===== src/design/lsap_pkg.sv =====
// lsap_pkg: shared widths, constants and types for the line sensor
// average and pulse width block. No dependencies.

package lsap_pkg;

    localparam int WINDOW_LEN  = 10;
    localparam int SAMPLE_W    = 12;
    localparam int TIME_W      = 64;
    localparam int WIN_IDX_W   = (WINDOW_LEN > 1) ? $clog2(WINDOW_LEN) : 1;
    localparam int TOTAL_W     = SAMPLE_W + $clog2(WINDOW_LEN);
    localparam int RECIP_SHIFT = TOTAL_W + $clog2(WINDOW_LEN);
    localparam int RECIP_W     = RECIP_SHIFT - $clog2(WINDOW_LEN) + 2;
    localparam int PROD_W      = TOTAL_W + RECIP_W;

    // ceil(2^RECIP_SHIFT / WINDOW_LEN): exact truncating divide for any total
    localparam logic [RECIP_W-1:0] RECIP =
        RECIP_W'(((64'd1 << RECIP_SHIFT) + 64'(WINDOW_LEN) - 64'd1) / 64'(WINDOW_LEN));

    localparam logic [SAMPLE_W-1:0] THRESH_RESET = SAMPLE_W'(1500);

    typedef enum logic [1:0] {
        EV_NONE  = 2'd0,
        EV_BLACK = 2'd1,
        EV_WHITE = 2'd2
    } t_color_event;

    typedef struct packed {
        logic load;
        logic clear;
    } t_cell_ctl;

    typedef struct packed {
        logic [TOTAL_W-1:0] total;
        logic [TIME_W-1:0]  now_us;
    } t_win_beat;

endpackage


===== src/design/lsap_cell.sv =====
// lsap_cell: one sample slot of the window shift chain.
// Depends on lsap_pkg.

module lsap_cell (
    input  logic                          i_clk,
    input  logic                          i_rst_n,
    input  lsap_pkg::t_cell_ctl           i_ctl,
    input  logic [lsap_pkg::SAMPLE_W-1:0] i_d,
    output logic [lsap_pkg::SAMPLE_W-1:0] o_q
);

    logic [lsap_pkg::SAMPLE_W-1:0] r_q;
    logic [lsap_pkg::SAMPLE_W-1:0] n_q;

    always_comb begin
        n_q = r_q;
        if (i_ctl.load) begin
            n_q = i_ctl.clear ? '0 : i_d;
        end
    end

    always_ff @(posedge i_clk) begin
        if (!i_rst_n) begin
            r_q <= '0;
        end else begin
            r_q <= n_q;
        end
    end

    assign o_q = r_q;

endmodule


===== src/design/lsap_timer.sv =====
// lsap_timer: divides the window total, classes the average and times
// colour pulses; holds the output register. Depends on lsap_pkg.

module lsap_timer (
    input  logic                          i_clk,
    input  logic                          i_rst_n,
    input  logic [lsap_pkg::SAMPLE_W-1:0] i_thresh,
    input  logic                          i_in_valid,
    output logic                          o_in_ready,
    input  lsap_pkg::t_win_beat           i_beat,
    output logic                          o_valid,
    input  logic                          i_stall,
    output logic [lsap_pkg::SAMPLE_W-1:0] o_filtered,
    output logic                          o_on_line,
    output lsap_pkg::t_color_event        o_color_event,
    output logic                          o_width_valid,
    output logic                          o_width_was_black,
    output logic [lsap_pkg::TIME_W-1:0]   o_width_us
);

    logic                          r_valid;
    logic [lsap_pkg::SAMPLE_W-1:0] r_filtered;
    logic                          r_on_line;
    lsap_pkg::t_color_event        r_event;
    logic                          r_width_valid;
    logic                          r_width_was_black;
    logic [lsap_pkg::TIME_W-1:0]   r_width_us;
    logic                          r_timing_black;
    logic                          r_timing_white;
    logic [lsap_pkg::TIME_W-1:0]   r_black_start;
    logic [lsap_pkg::TIME_W-1:0]   r_white_start;

    logic                          n_valid;
    logic                          n_timing_black;
    logic                          n_timing_white;
    logic [lsap_pkg::TIME_W-1:0]   n_black_start;
    logic [lsap_pkg::TIME_W-1:0]   n_white_start;
    lsap_pkg::t_color_event        n_event;
    logic                          n_width_valid;
    logic                          n_width_was_black;
    logic [lsap_pkg::TIME_W-1:0]   n_width_us;

    logic                          load;
    logic [lsap_pkg::PROD_W-1:0]   prod;
    logic [lsap_pkg::SAMPLE_W-1:0] filt;
    logic                          blk;
    logic [lsap_pkg::TIME_W-1:0]   black_len;
    logic [lsap_pkg::TIME_W-1:0]   white_len;

    assign o_in_ready = !r_valid || !i_stall;
    assign load       = i_in_valid && o_in_ready;

    // total / WINDOW_LEN by reciprocal multiply
    assign prod = {{lsap_pkg::RECIP_W{1'b0}}, i_beat.total}
                * {{lsap_pkg::TOTAL_W{1'b0}}, lsap_pkg::RECIP};
    assign filt = prod[lsap_pkg::RECIP_SHIFT +: lsap_pkg::SAMPLE_W];
    assign blk  = filt > i_thresh;

    assign black_len = i_beat.now_us - r_black_start;
    assign white_len = i_beat.now_us - r_white_start;

    always_comb begin
        n_valid           = r_valid && i_stall;
        n_timing_black    = r_timing_black;
        n_timing_white    = r_timing_white;
        n_black_start     = r_black_start;
        n_white_start     = r_white_start;
        n_event           = lsap_pkg::EV_NONE;
        n_width_valid     = 1'b0;
        n_width_was_black = 1'b0;
        n_width_us        = '0;
        if (load) begin
            n_valid = 1'b1;
            if (blk) begin
                if (!r_timing_black) begin
                    n_black_start  = i_beat.now_us;
                    n_timing_black = 1'b1;
                    n_event        = lsap_pkg::EV_BLACK;
                end
                if (r_timing_white) begin
                    n_width_us     = white_len;
                    n_width_valid  = 1'b1;
                    n_timing_white = 1'b0;
                end
            end else begin
                if (r_timing_black) begin
                    n_width_us        = black_len;
                    n_width_valid     = 1'b1;
                    n_width_was_black = 1'b1;
                    n_timing_black    = 1'b0;
                end
                if (!r_timing_white) begin
                    n_white_start  = i_beat.now_us;
                    n_timing_white = 1'b1;
                    n_event        = lsap_pkg::EV_WHITE;
                end
            end
        end
    end

    always_ff @(posedge i_clk) begin
        if (!i_rst_n) begin
            r_valid        <= 1'b0;
            r_timing_black <= 1'b0;
            r_timing_white <= 1'b0;
            r_black_start  <= '0;
            r_white_start  <= '0;
        end else begin
            r_valid        <= n_valid;
            r_timing_black <= n_timing_black;
            r_timing_white <= n_timing_white;
            r_black_start  <= n_black_start;
            r_white_start  <= n_white_start;
        end
    end

    always_ff @(posedge i_clk) begin
        if (load) begin
            r_filtered        <= filt;
            r_on_line         <= blk;
            r_event           <= n_event;
            r_width_valid     <= n_width_valid;
            r_width_was_black <= n_width_was_black;
            r_width_us        <= n_width_us;
        end
    end

    assign o_valid           = r_valid;
    assign o_filtered        = r_filtered;
    assign o_on_line         = r_on_line;
    assign o_color_event     = r_event;
    assign o_width_valid     = r_width_valid;
    assign o_width_was_black = r_width_was_black;
    assign o_width_us        = r_width_us;

    a_one_colour_timed: assert property (@(posedge i_clk) disable iff (!i_rst_n)
        !(r_timing_black && r_timing_white))
        else $error("both colours timed at once");

    a_black_no_white_event: assert property (@(posedge i_clk) disable iff (!i_rst_n)
        (r_valid && r_on_line) |-> (r_event != lsap_pkg::EV_WHITE))
        else $error("white start on a black average");

endmodule


===== src/design/line_sensor_average_and_pulse_width_top.sv =====
// line_sensor_average_and_pulse_width_top: window shift chain of lsap_cell
// with running total, feeding lsap_timer. Depends on lsap_pkg, lsap_cell,
// lsap_timer.
//
//  channel  | handshake          | payload
//  ---------+--------------------+-------------------------------------------
//  config   | i_cfg_we           | i_cfg_data (black threshold)
//  input    | i_valid / o_stall  | i_sample, i_now_us
//  output   | o_valid / i_stall  | o_filtered, o_on_line, o_color_event,
//           |                    | o_width_valid, o_width_was_black, o_width_us
//
// One beat per cycle sustained while i_stall is low; window update stage,
// then divide, class and timing stage into the output register.
// Synchronous active-low reset clears the window cells, total, timing state
// and sets the threshold to 1500.
// A stalled output holds; the window stage keeps taking beats until it too
// holds one.

module line_sensor_average_and_pulse_width_top (
    input  logic                          i_clk,
    input  logic                          i_rst_n,
    input  logic                          i_cfg_we,
    input  logic [lsap_pkg::SAMPLE_W-1:0] i_cfg_data,
    input  logic                          i_valid,
    output logic                          o_stall,
    input  logic [lsap_pkg::SAMPLE_W-1:0] i_sample,
    input  logic [lsap_pkg::TIME_W-1:0]   i_now_us,
    output logic                          o_valid,
    input  logic                          i_stall,
    output logic [lsap_pkg::SAMPLE_W-1:0] o_filtered,
    output logic                          o_on_line,
    output logic [1:0]                    o_color_event,
    output logic                          o_width_valid,
    output logic                          o_width_was_black,
    output logic [lsap_pkg::TIME_W-1:0]   o_width_us
);

    localparam int N = lsap_pkg::WINDOW_LEN;

    logic [lsap_pkg::SAMPLE_W-1:0] r_thresh;
    logic                          r_last_raw_black;
    logic [lsap_pkg::TOTAL_W-1:0]  r_total;
    logic                          r_s1_valid;
    logic [lsap_pkg::TIME_W-1:0]   r_s1_now;

    logic [lsap_pkg::SAMPLE_W-1:0] n_thresh;
    logic                          n_last_raw_black;
    logic [lsap_pkg::TOTAL_W-1:0]  n_total;
    logic                          n_s1_valid;

    logic                          in_ready;
    logic                          accept;
    logic                          s2_ready;
    logic                          raw_black;
    logic                          clear;
    logic [lsap_pkg::TOTAL_W-1:0]  base;
    logic [lsap_pkg::TOTAL_W-1:0]  drop;
    lsap_pkg::t_cell_ctl           head_ctl;
    lsap_pkg::t_cell_ctl           body_ctl;
    lsap_pkg::t_win_beat           s1_beat;
    lsap_pkg::t_color_event        color_event;

    logic [lsap_pkg::SAMPLE_W-1:0] cell_q [N];

    assign in_ready = !r_s1_valid || s2_ready;
    assign o_stall  = !in_ready;
    assign accept   = i_valid && in_ready;

    assign raw_black = i_sample > r_thresh;
    assign clear     = raw_black != r_last_raw_black;
    assign base      = clear ? '0 : r_total;
    assign drop      = clear ? '0 : {{(lsap_pkg::TOTAL_W-lsap_pkg::SAMPLE_W){1'b0}}, cell_q[N-1]};

    assign head_ctl = '{load: accept, clear: 1'b0};
    assign body_ctl = '{load: accept, clear: clear};

    lsap_cell u_cell_head (
        .i_clk   (i_clk),
        .i_rst_n (i_rst_n),
        .i_ctl   (head_ctl),
        .i_d     (i_sample),
        .o_q     (cell_q[0])
    );

    for (genvar k = 1; k < N; k++) begin : g_cell
        lsap_cell u_cell (
            .i_clk   (i_clk),
            .i_rst_n (i_rst_n),
            .i_ctl   (body_ctl),
            .i_d     (cell_q[k-1]),
            .o_q     (cell_q[k])
        );
    end

    always_comb begin
        n_thresh         = i_cfg_we ? i_cfg_data : r_thresh;
        n_last_raw_black = r_last_raw_black;
        n_total          = r_total;
        n_s1_valid       = r_s1_valid && !s2_ready;
        if (accept) begin
            n_last_raw_black = raw_black;
            n_total          = base - drop
                             + {{(lsap_pkg::TOTAL_W-lsap_pkg::SAMPLE_W){1'b0}}, i_sample};
            n_s1_valid       = 1'b1;
        end
    end

    always_ff @(posedge i_clk) begin
        if (!i_rst_n) begin
            r_thresh         <= lsap_pkg::THRESH_RESET;
            r_last_raw_black <= 1'b0;
            r_total          <= '0;
            r_s1_valid       <= 1'b0;
        end else begin
            r_thresh         <= n_thresh;
            r_last_raw_black <= n_last_raw_black;
            r_total          <= n_total;
            r_s1_valid       <= n_s1_valid;
        end
    end

    always_ff @(posedge i_clk) begin
        if (accept) begin
            r_s1_now <= i_now_us;
        end
    end

    assign s1_beat = '{total: r_total, now_us: r_s1_now};

    lsap_timer u_timer (
        .i_clk             (i_clk),
        .i_rst_n           (i_rst_n),
        .i_thresh          (r_thresh),
        .i_in_valid        (r_s1_valid),
        .o_in_ready        (s2_ready),
        .i_beat            (s1_beat),
        .o_valid           (o_valid),
        .i_stall           (i_stall),
        .o_filtered        (o_filtered),
        .o_on_line         (o_on_line),
        .o_color_event     (color_event),
        .o_width_valid     (o_width_valid),
        .o_width_was_black (o_width_was_black),
        .o_width_us        (o_width_us)
    );

    assign o_color_event = color_event;

    a_width_has_event: assert property (@(posedge i_clk) disable iff (!i_rst_n)
        (o_valid && o_width_valid) |-> (color_event != lsap_pkg::EV_NONE))
        else $error("width reported without a colour change");

    a_no_width_zero: assert property (@(posedge i_clk) disable iff (!i_rst_n)
        (o_valid && !o_width_valid) |-> (o_width_us == '0 && !o_width_was_black))
        else $error("width fields not cleared");

    a_held_total: assert property (@(posedge i_clk) disable iff (!i_rst_n)
        (r_s1_valid && !s2_ready) |=> $stable(r_total))
        else $error("window total moved while its beat was held");

endmodule


===== config.mk =====
export PLATFORM = sky130hd
export DESIGN_NAME = line_sensor_average_and_pulse_width_top
export DESIGN_NICKNAME = d
export VERILOG_FILES = /design/src/design/lsap_pkg.sv /design/src/design/lsap_cell.sv /design/src/design/lsap_timer.sv /design/src/design/line_sensor_average_and_pulse_width_top.sv
export SDC_FILE = /design/constraint.sdc
export NUM_CORES = 1
export LEC_CHECK = 0
export BUFFER_PORTS_ARGS = -buffer_cell sky130_fd_sc_hd__buf_4
export CELL_PAD_IN_SITES_DETAIL_PLACEMENT = 1
export CELL_PAD_IN_SITES_GLOBAL_PLACEMENT = 1
export CORE_UTILIZATION = 48
export DETAILED_ROUTE_END_ITERATION = 8
export PLACE_DENSITY_LB_ADDON = 0.05
export SYNTH_ARGS = -nofsm -noshare
export SYNTH_HDL_FRONTEND = slang
export SYNTH_SLANG_ARGS = --single-unit

===== constraint.sdc =====
create_clock -name i_clk -period 8.3 [get_ports i_clk]
set_input_delay 0 -clock i_clk [delete_from_list [all_inputs] [get_ports i_clk]]
set_output_delay 0 -clock i_clk [all_outputs]
set_load 0.05 [all_outputs]

==> results by group, run 1 <==
Floorplan
  – Die area: roughly 0.06 mm^2
  – Die height: 245.4 um
  – Starting density of the core: 48.90%
  – Core area: between 0.05 and 0.06 mm^2
  – Die width: 245.4 um
  – Row cnt: 88
  – IO Count: 176

Synthesis
  – Synth Flop Type: dfxtp_1
  – Syn avg cell area: 8.736 um^2
  – Net Count, Synth: 3732
  – Sequential area share after synthesis: 35.11%
  – Post-synthesis simple-gate area fraction: 14.29%
  – Synth cell count leaders: nand2_1 (425), inv_1 (362), a21oi_1 (357)
  – Area leader, netlist: dfxtp_1
  – Mapped cell area: 0.02843 mm^2
  – Compound-Gate Fraction of Synth Area: between 10% and 20%
  – Async SR Flop Fraction: 0%
  – Synth top area cells: dfxtp_1 (20%), edfxtp_1 (15%), ha_1 (13%)
  – XOR/XNOR share of the synthesized area: 4.402%
  – Adder-Cell Fraction of Synth Area: 19.43%
  – EDFF count, synth: around 150
  – Post-Synthesis Cells: 3254
  – Top-count cell post-synth: nand2_1
  – Synthesized flop and latch total: 426
  – Post-synthesis mux area share: 2.535%
  – Synth top area share: 19.79%
  – Cell variety after synth: 77
  – Ys Warns: 0
  – Largest family of logic cells by synthesized area: adder cells

Drt
  – Drt via density: 5.861
  – WL per Instance: approximately 23 um
  – Pre-Repair DR Iteration Count: 7
  – Detailed Route WL: roughly 96000 um
  – Post-DRT Antenna Nets: 0
  – DR vias: between 20000 and 25000
  – Drt drc: 0
  – Initial drt markers: 1286

Setup path
  – CP max stage delay: roughly 0.70 ns
  – R2R depth: 28
  – FF-to-FF setup slack: between 0.2 and 0.3 ns
  – CP max-delay cell: fa_1
  – Reg-to-Reg Start: r_total[10]
  – Critical path fanouts, max: 15
  – Required time of the critical path: 8.74 ns
  – CP Class: reg2reg
  – Crit path DAT: roughly 8.5 ns
  – Worst r2r dst: u_timer.r_white_start[24]
  – CP endpoint kind: flip-flop
  – Startpoint types: flip-flop

Clocking
  – Clock Latency Late Sink: roughly 0.60 ns
  – Sink Count: 426
  – Root Buffer: clkbuf_16
  – CTS H-tree lvls: 2
  – CTS Buffer Depth: 3
  – Post-CTS setup buffer count: 0
  – CTS buffer count: 48
  – CTS tree: built
  – CTS clk-pin slew, worst paths: roughly 0.060 ns

Cells and area
  – # diodes: 0
  – # nets final: around 3900
  – Fill count: roughly 6700
  – P&R area growth vs syn: 17.06%
  – Post-layout util: 57.24%
  – Layout cells sized above 1: under 10%

Placed design
  – DPL Wire Length: 67800 um
  – Port bufs: ~180
  – GPL Wtd Cong: between 0.9 and 1

GRT
  – Vias in the first global route: between 20000 and 30000
  – Initial antenna violation count: 1
  – Total grt overflow: 0
  – Largest net degree at the start of global routing: ~180
  – First-pass GRT wire length: 147400 um
  – GRT Total Usage: 31.16%

Power and ir drop
  – Leakage: about 14 nW
  – VDD IR-drop max: about 0.23 mV
  – Pwr/cell area: 310.0 mW/mm^2
  – Total power: between 10 and 15 mW

Timing
  – Final setup vio count: 0
  – Period minus WS final: approximately 8.0 ns
  – Period utilization: roughly 97%
  – Slew margin rel.: roughly 17%
  – Fmax: 124.8 MHz
  – Layout Skew: about 0.018 ns
  – Worst-margin pin slew: about 1.2 ns
  – Max Slew Vio Count: 0
  – Fin. Hold Viols: 0

Hold path
  – Hold Path End: r_s1_now[44]
  – Hold path cells: 2
  – Min-delay src: i_now_us[44]
  – Tightest Hold Check Type: in2reg

Run
  – MaxCap Viol Count: 0

Outcome
  – Status: completed
-- worst max-delay path by stage --
| stage | from | endpoint | slack, ns | cells after the start |
|---|---|---|---|---|
| after floorplan | r_total[14] | u_timer.r_white_start[10] | 1.14 | 31 |
| after detailed placement | r_total[11] | u_timer.o_width_us[63] | 0.28 | 30 |
| final | r_total[10] | u_timer.r_white_start[24] | 0.29 | 28 |
| after global routing | r_total[7] | u_timer.r_white_start[24] | -0.02 | 33 |
| after CTS | r_total[10] | u_timer.o_width_us[63] | 0.26 | 30 |
| after global placement | r_total[10] | u_timer.o_width_us[63] | 0.62 | 30 |
-- final cells by class --
type	instances	area, um^2	area share, %
flip-flops and latches	426	9996	30.04
inverters	362	1371	4.121
well taps	765	957.2	2.877
clock inverters	23	249.0	0.7483
repair buffers	313	2758	8.288
clock buffers	67	1415	4.253
multi-input cells	2305	16530	49.67
-- metal layers --
| metal | GRT usage (%) | routed length [um] |
|---|---|---|
| met1 | 38.85 | 40700 |
| met4 | 11.22 | 3465 |
| met3 | 3.110 | 3954 |
| met2 | 55.58 | 48070 |
| met5 | 0 | 13 |
-- flip-flops by register name (all words and copies together) (netlist names), 2 cells and up --
name and cells:
u_timer.r_white_start 64, u_timer.o_width_us 64, g_cell.u_cell.o_q 108, u_cell_head.o_q 12
r_s1_now 64, u_timer.o_color_event 2, u_timer.r_black_start 64, r_total 16
r_thresh 12, u_timer.o_filtered 12
-- report_power, final --
part           switching [mW]  internal (mW)  leakage [nW]
sequential              0.162           2.45          3.68
clock                   0.946           1.30         0.825
combinational            3.33           2.13          9.19
-- what timing repair did --
action                                 in CTS  in global routing
endpoints found under the hold margin      94                  0
resized for setup                           0                 25
hold buffers                              111                  0
setup endpoints to repair                   0                172
-- critical path: cells and delay by family (launching register included) --
family | cells | cell delay [ns]
AOI/OAI and AO/OA | 8 | 1.70
xor gates and xnor gates | 1 | 0.14
adders and majority gates | 8 | 3.53
buffers and inverters | 5 | 0.65
DFF | 1 | 0.43
muxes | 1 | 0.25
and+or+nand+nor | 5 | 1.12
-- cells in the final DEF (no fill, tap or decap), types with 53 or more instances in the layout --
cell type,n
nand2_1,422
inv_1,360
a21oi_1,357
ha_1,290
dfxtp_1,268
buf_4,193
nor2_1,158
edfxtp_1,145
nand3_1,140
dlygate4sd3_1,111
fa_1,94
xnor2_1,86
a21o_1,83
o21ai_0,81
mux2i_1,72
xor2_1,55
o22ai_1,53
-- metrics by stage --
step           std cells  hold WS (ns)  area, um^2  worst slack, ns  setup TNS [ns]
4_1_cts             4259       0.08792       33160           0.2580               0
3_5_place_dp        4058        0.1794       30380           0.2787               0
6_report            4261        0.1193       33270           0.2894               0
2_1_floorplan       3254       0.09887       28430            1.137               0
5_1_grt             4261        0.1026       33270         -0.01796        -0.01796
3_3_place_gp        4058        0.1778       30380           0.6192               0
-- cell families after synthesis --
group | after synthesis
simple gates | 907
compound gates | 799
buf+inv | 523
xor+xnor | 142
fa+ha+maj | 385
flops | 426
mux | 72
Note: power is estimated with default switching activity, not from simulation.
==> inputs of run 2 (changes only) <==
- CORE_UTILIZATION: 48 -> 51
- clock period: 8.3 -> 9.93 ns (I/O delays scaled with it)
==> results by group, run 2 (synthesized netlist as in run 1, its figures left out) <==
Drt
  – WL per Instance: approximately 24 um
  – Initial drt markers: between 1500 and 2000
  – DR vias: approximately 25000
  – Pre-Repair DR Iteration Count: 7
  – Drt drc: 0
  – Detailed Route WL: 101300 um
  – Drt via density: between 5 and 6
  – Post-DRT Antenna Nets: 0

Timing
  – Fin. Hold Viols: 0
  – Final setup vio count: 0
  – Setup TNS: 0 ns
  – Layout Skew: a little over 0.03 ns
  – Worst-margin pin slew: between 1 and 1.5 ns
  – Fmax: about 110 MHz
  – Slew margin rel.: around 22%
  – Max Slew Vio Count: 0
  – Period minus WS final: just over 9 ns
  – RSZ-0062 raised after global routing: false
  – Period utilization: 92.98%

GRT
  – GRT Total Usage: a little over a third
  – GRT met2 Usage: a little over three fifths
  – Met3 Use GR: roughly 3.5%
  – Vias in the first global route: around 27000
  – Gr busiest metal: met2
  – Largest net degree at the start of global routing: 189
  – Initial antenna violation count: 1
  – First-pass GRT wire length: between 150000 and 200000 um
  – Met1 Use GR: between 40 and 50%
  – Total grt overflow: 0

Setup path
  – Startpoint types: flip-flop
  – Worst r2r dst: u_timer.r_white_start[36]
  – Crit path DAT: between 9 and 10 ns
  – Required time of the critical path: between 10 and 15 ns
  – FF-to-FF setup slack: between 0.6 and 0.7 ns
  – CP endpoint kind: flip-flop
  – R2R depth: 29
  – CP max stage delay: approximately 0.62 ns
  – Critical path fanouts, max: 33
  – Reg-to-Reg Start: r_total[10]
  – CP max-delay cell: o21ai_0
  – CP Class: reg2reg

Clocking
  – CTS Buffer Depth: 3
  – PostCTS Resize Cnt: 0
  – Clock Latency Late Sink: 0.63 ns
  – Sink Count: about 430
  – Root Buffer: clkbuf_16
  – CTS tree: built
  – CTS H-tree lvls: 2
  – CTS clk-pin slew, worst paths: 0.06 ns
  – CTS buffer count: 47

Power and ir drop
  – Pwr/cell area: around 260 mW/mm^2
  – Seq pwr share: roughly a quarter
  – Gate power share: ~53%
  – Cell-internal power: 4.811 mW
  – Clock group share of total power: between 20% and 30%
  – Switching share of power: around 44%
  – VDD IR-drop max: 0.2106 mV
  – Total power: 8.653 mW
  – Leakage: 13.53 nW
  – Net load switching power: about 3.8 mW

Floorplan
  – Starting density of the core: 51.60%
  – Die height: around 240 um
  – IO Count: between 150 and 200
  – Core area: between 0.05 and 0.06 mm^2
  – Die width: between 200 and 250 um
  – Die area: roughly 0.057 mm^2
  – Row cnt: 86

Cells and area
  – # nets final: between 3000 and 4000
  – Layout cells sized above 1: about 8.4%
  – Largest register FFs: 108
  – P&R area growth vs syn: 15.89%
  – Most frequent cells in the layout: nand2_1 (422), inv_1 (360), a21oi_1 (357)
  – Most common cell after layout, fill and taps aside: nand2_1

Run
  – MaxCap Viol Count: 0

Hold path
  – Hold Path End: r_s1_now[12]
  – Hold path cells: 2
  – Tightest Hold Check Type: in2reg
  – Min-delay src: i_now_us[12]

Outcome
  – Status: completed

Placed design
  – Port bufs: 175
  – DPL Wire Length: approximately 69000 um
  – GPL Wtd Cong: 0.9724
run 2: cell count changes in the layout (fill, tap and decap cells not counted), moves of 2 or more:
cell	change
inv_6	-2
dfxtp_2	-13
buf_4	-2
clkinv_2	-3
clkinv_1	+6
clkinv_16	+2
clkbuf_8	-6
clkbuf_16	-5
clkinvlp_4	+4
buf_12	-5
diode_2	+2
clkbuf_1	+2
clkinv_4	-2
dfxtp_1	+13
run 2: worst max path at each step:
stage,from,slack [ns],cells after the start,to
2_1_floorplan,r_total[14],2.77,31,u_timer.r_white_start[10]
6_report,r_total[10],0.70,29,u_timer.r_white_start[36]
5_1_grt,r_total[14],0.27,34,u_timer.r_black_start[22]
3_5_place_dp,r_total[10],1.18,29,u_timer.r_white_start[36]
4_1_cts,r_total[10],0.99,29,u_timer.r_white_start[41]
3_3_place_gp,r_total[14],1.51,32,u_timer.r_white_start[46]
run 2: layout make-up:
cell class | instances | area (um^2)
antenna | 2 | 5.005
clock inverter | 28 | 325.3
multi-input combinational | 2305 | 16500
tap | 748 | 935.9
sequential | 426 | 9980
clock buffer | 60 | 1265
timing repair buffer | 303 | 2565
inverter | 362 | 1371
fill | 6333 | 22150
run 2: stage by stage:
stage / cell area, um^2 / setup slack, ns / utilization [%] / cells / hold slack [ns]
6_report: 32940 / 0.6968 / 59.80 / 4234 / 0.09529
5_1_grt: 32940 / 0.2689 / 59.79 / 4232 / 0.09355
4_1_cts: 32940 / 0.9884 / 59.79 / 4232 / 0.07262
2_1_floorplan: 28430 / 2.767 / - / 3254 / 0.09887
3_3_place_gp: 30240 / 1.507 / 54.88 / 4033 / 0.1780
3_5_place_dp: 30240 / 1.177 / 54.88 / 4033 / 0.1796
run 2: worst max-delay path, delay by kind of cell, from the launching register on:
kind	cells	cell delay, ns
adder cells (fa/ha/maj)	8	3.24
AO/OA/AOI/OAI	9	2.53
AND/OR/NAND/NOR	6	1.40
buffers and inverters	4	0.77
flip-flops	1	0.56
multiplexers	1	0.32
XOR/XNOR	1	0.22
run 2: layer usage:
metal	vias to the layer above	part of all wire (%)
li1	11635	-
met5	-	0
met1	12753	42
met3	220	4.0
met2	751	50
met4	0	4.1
run 2: repair_timing:
action | CTS | global route
hold endpoints to repair | 111 | 0
setup buffers | 0 | 0
endpoints found under the setup margin | 0 | 0
hold buffers | 111 | 0
run 2: power by group through the flow:
stage | Sequential [mW] | Combinational (mW) | Clock [mW]
3_3_place_gp | 2.21 | 4.09 | 0
5_1_grt | 2.21 | 5.00 | 1.91
3_5_place_dp | 2.22 | 4.31 | 0
6_report | 2.20 | 4.62 | 1.84
4_1_cts | 2.18 | 4.40 | 1.83
2_1_floorplan | 2.35 | 2.84 | 0
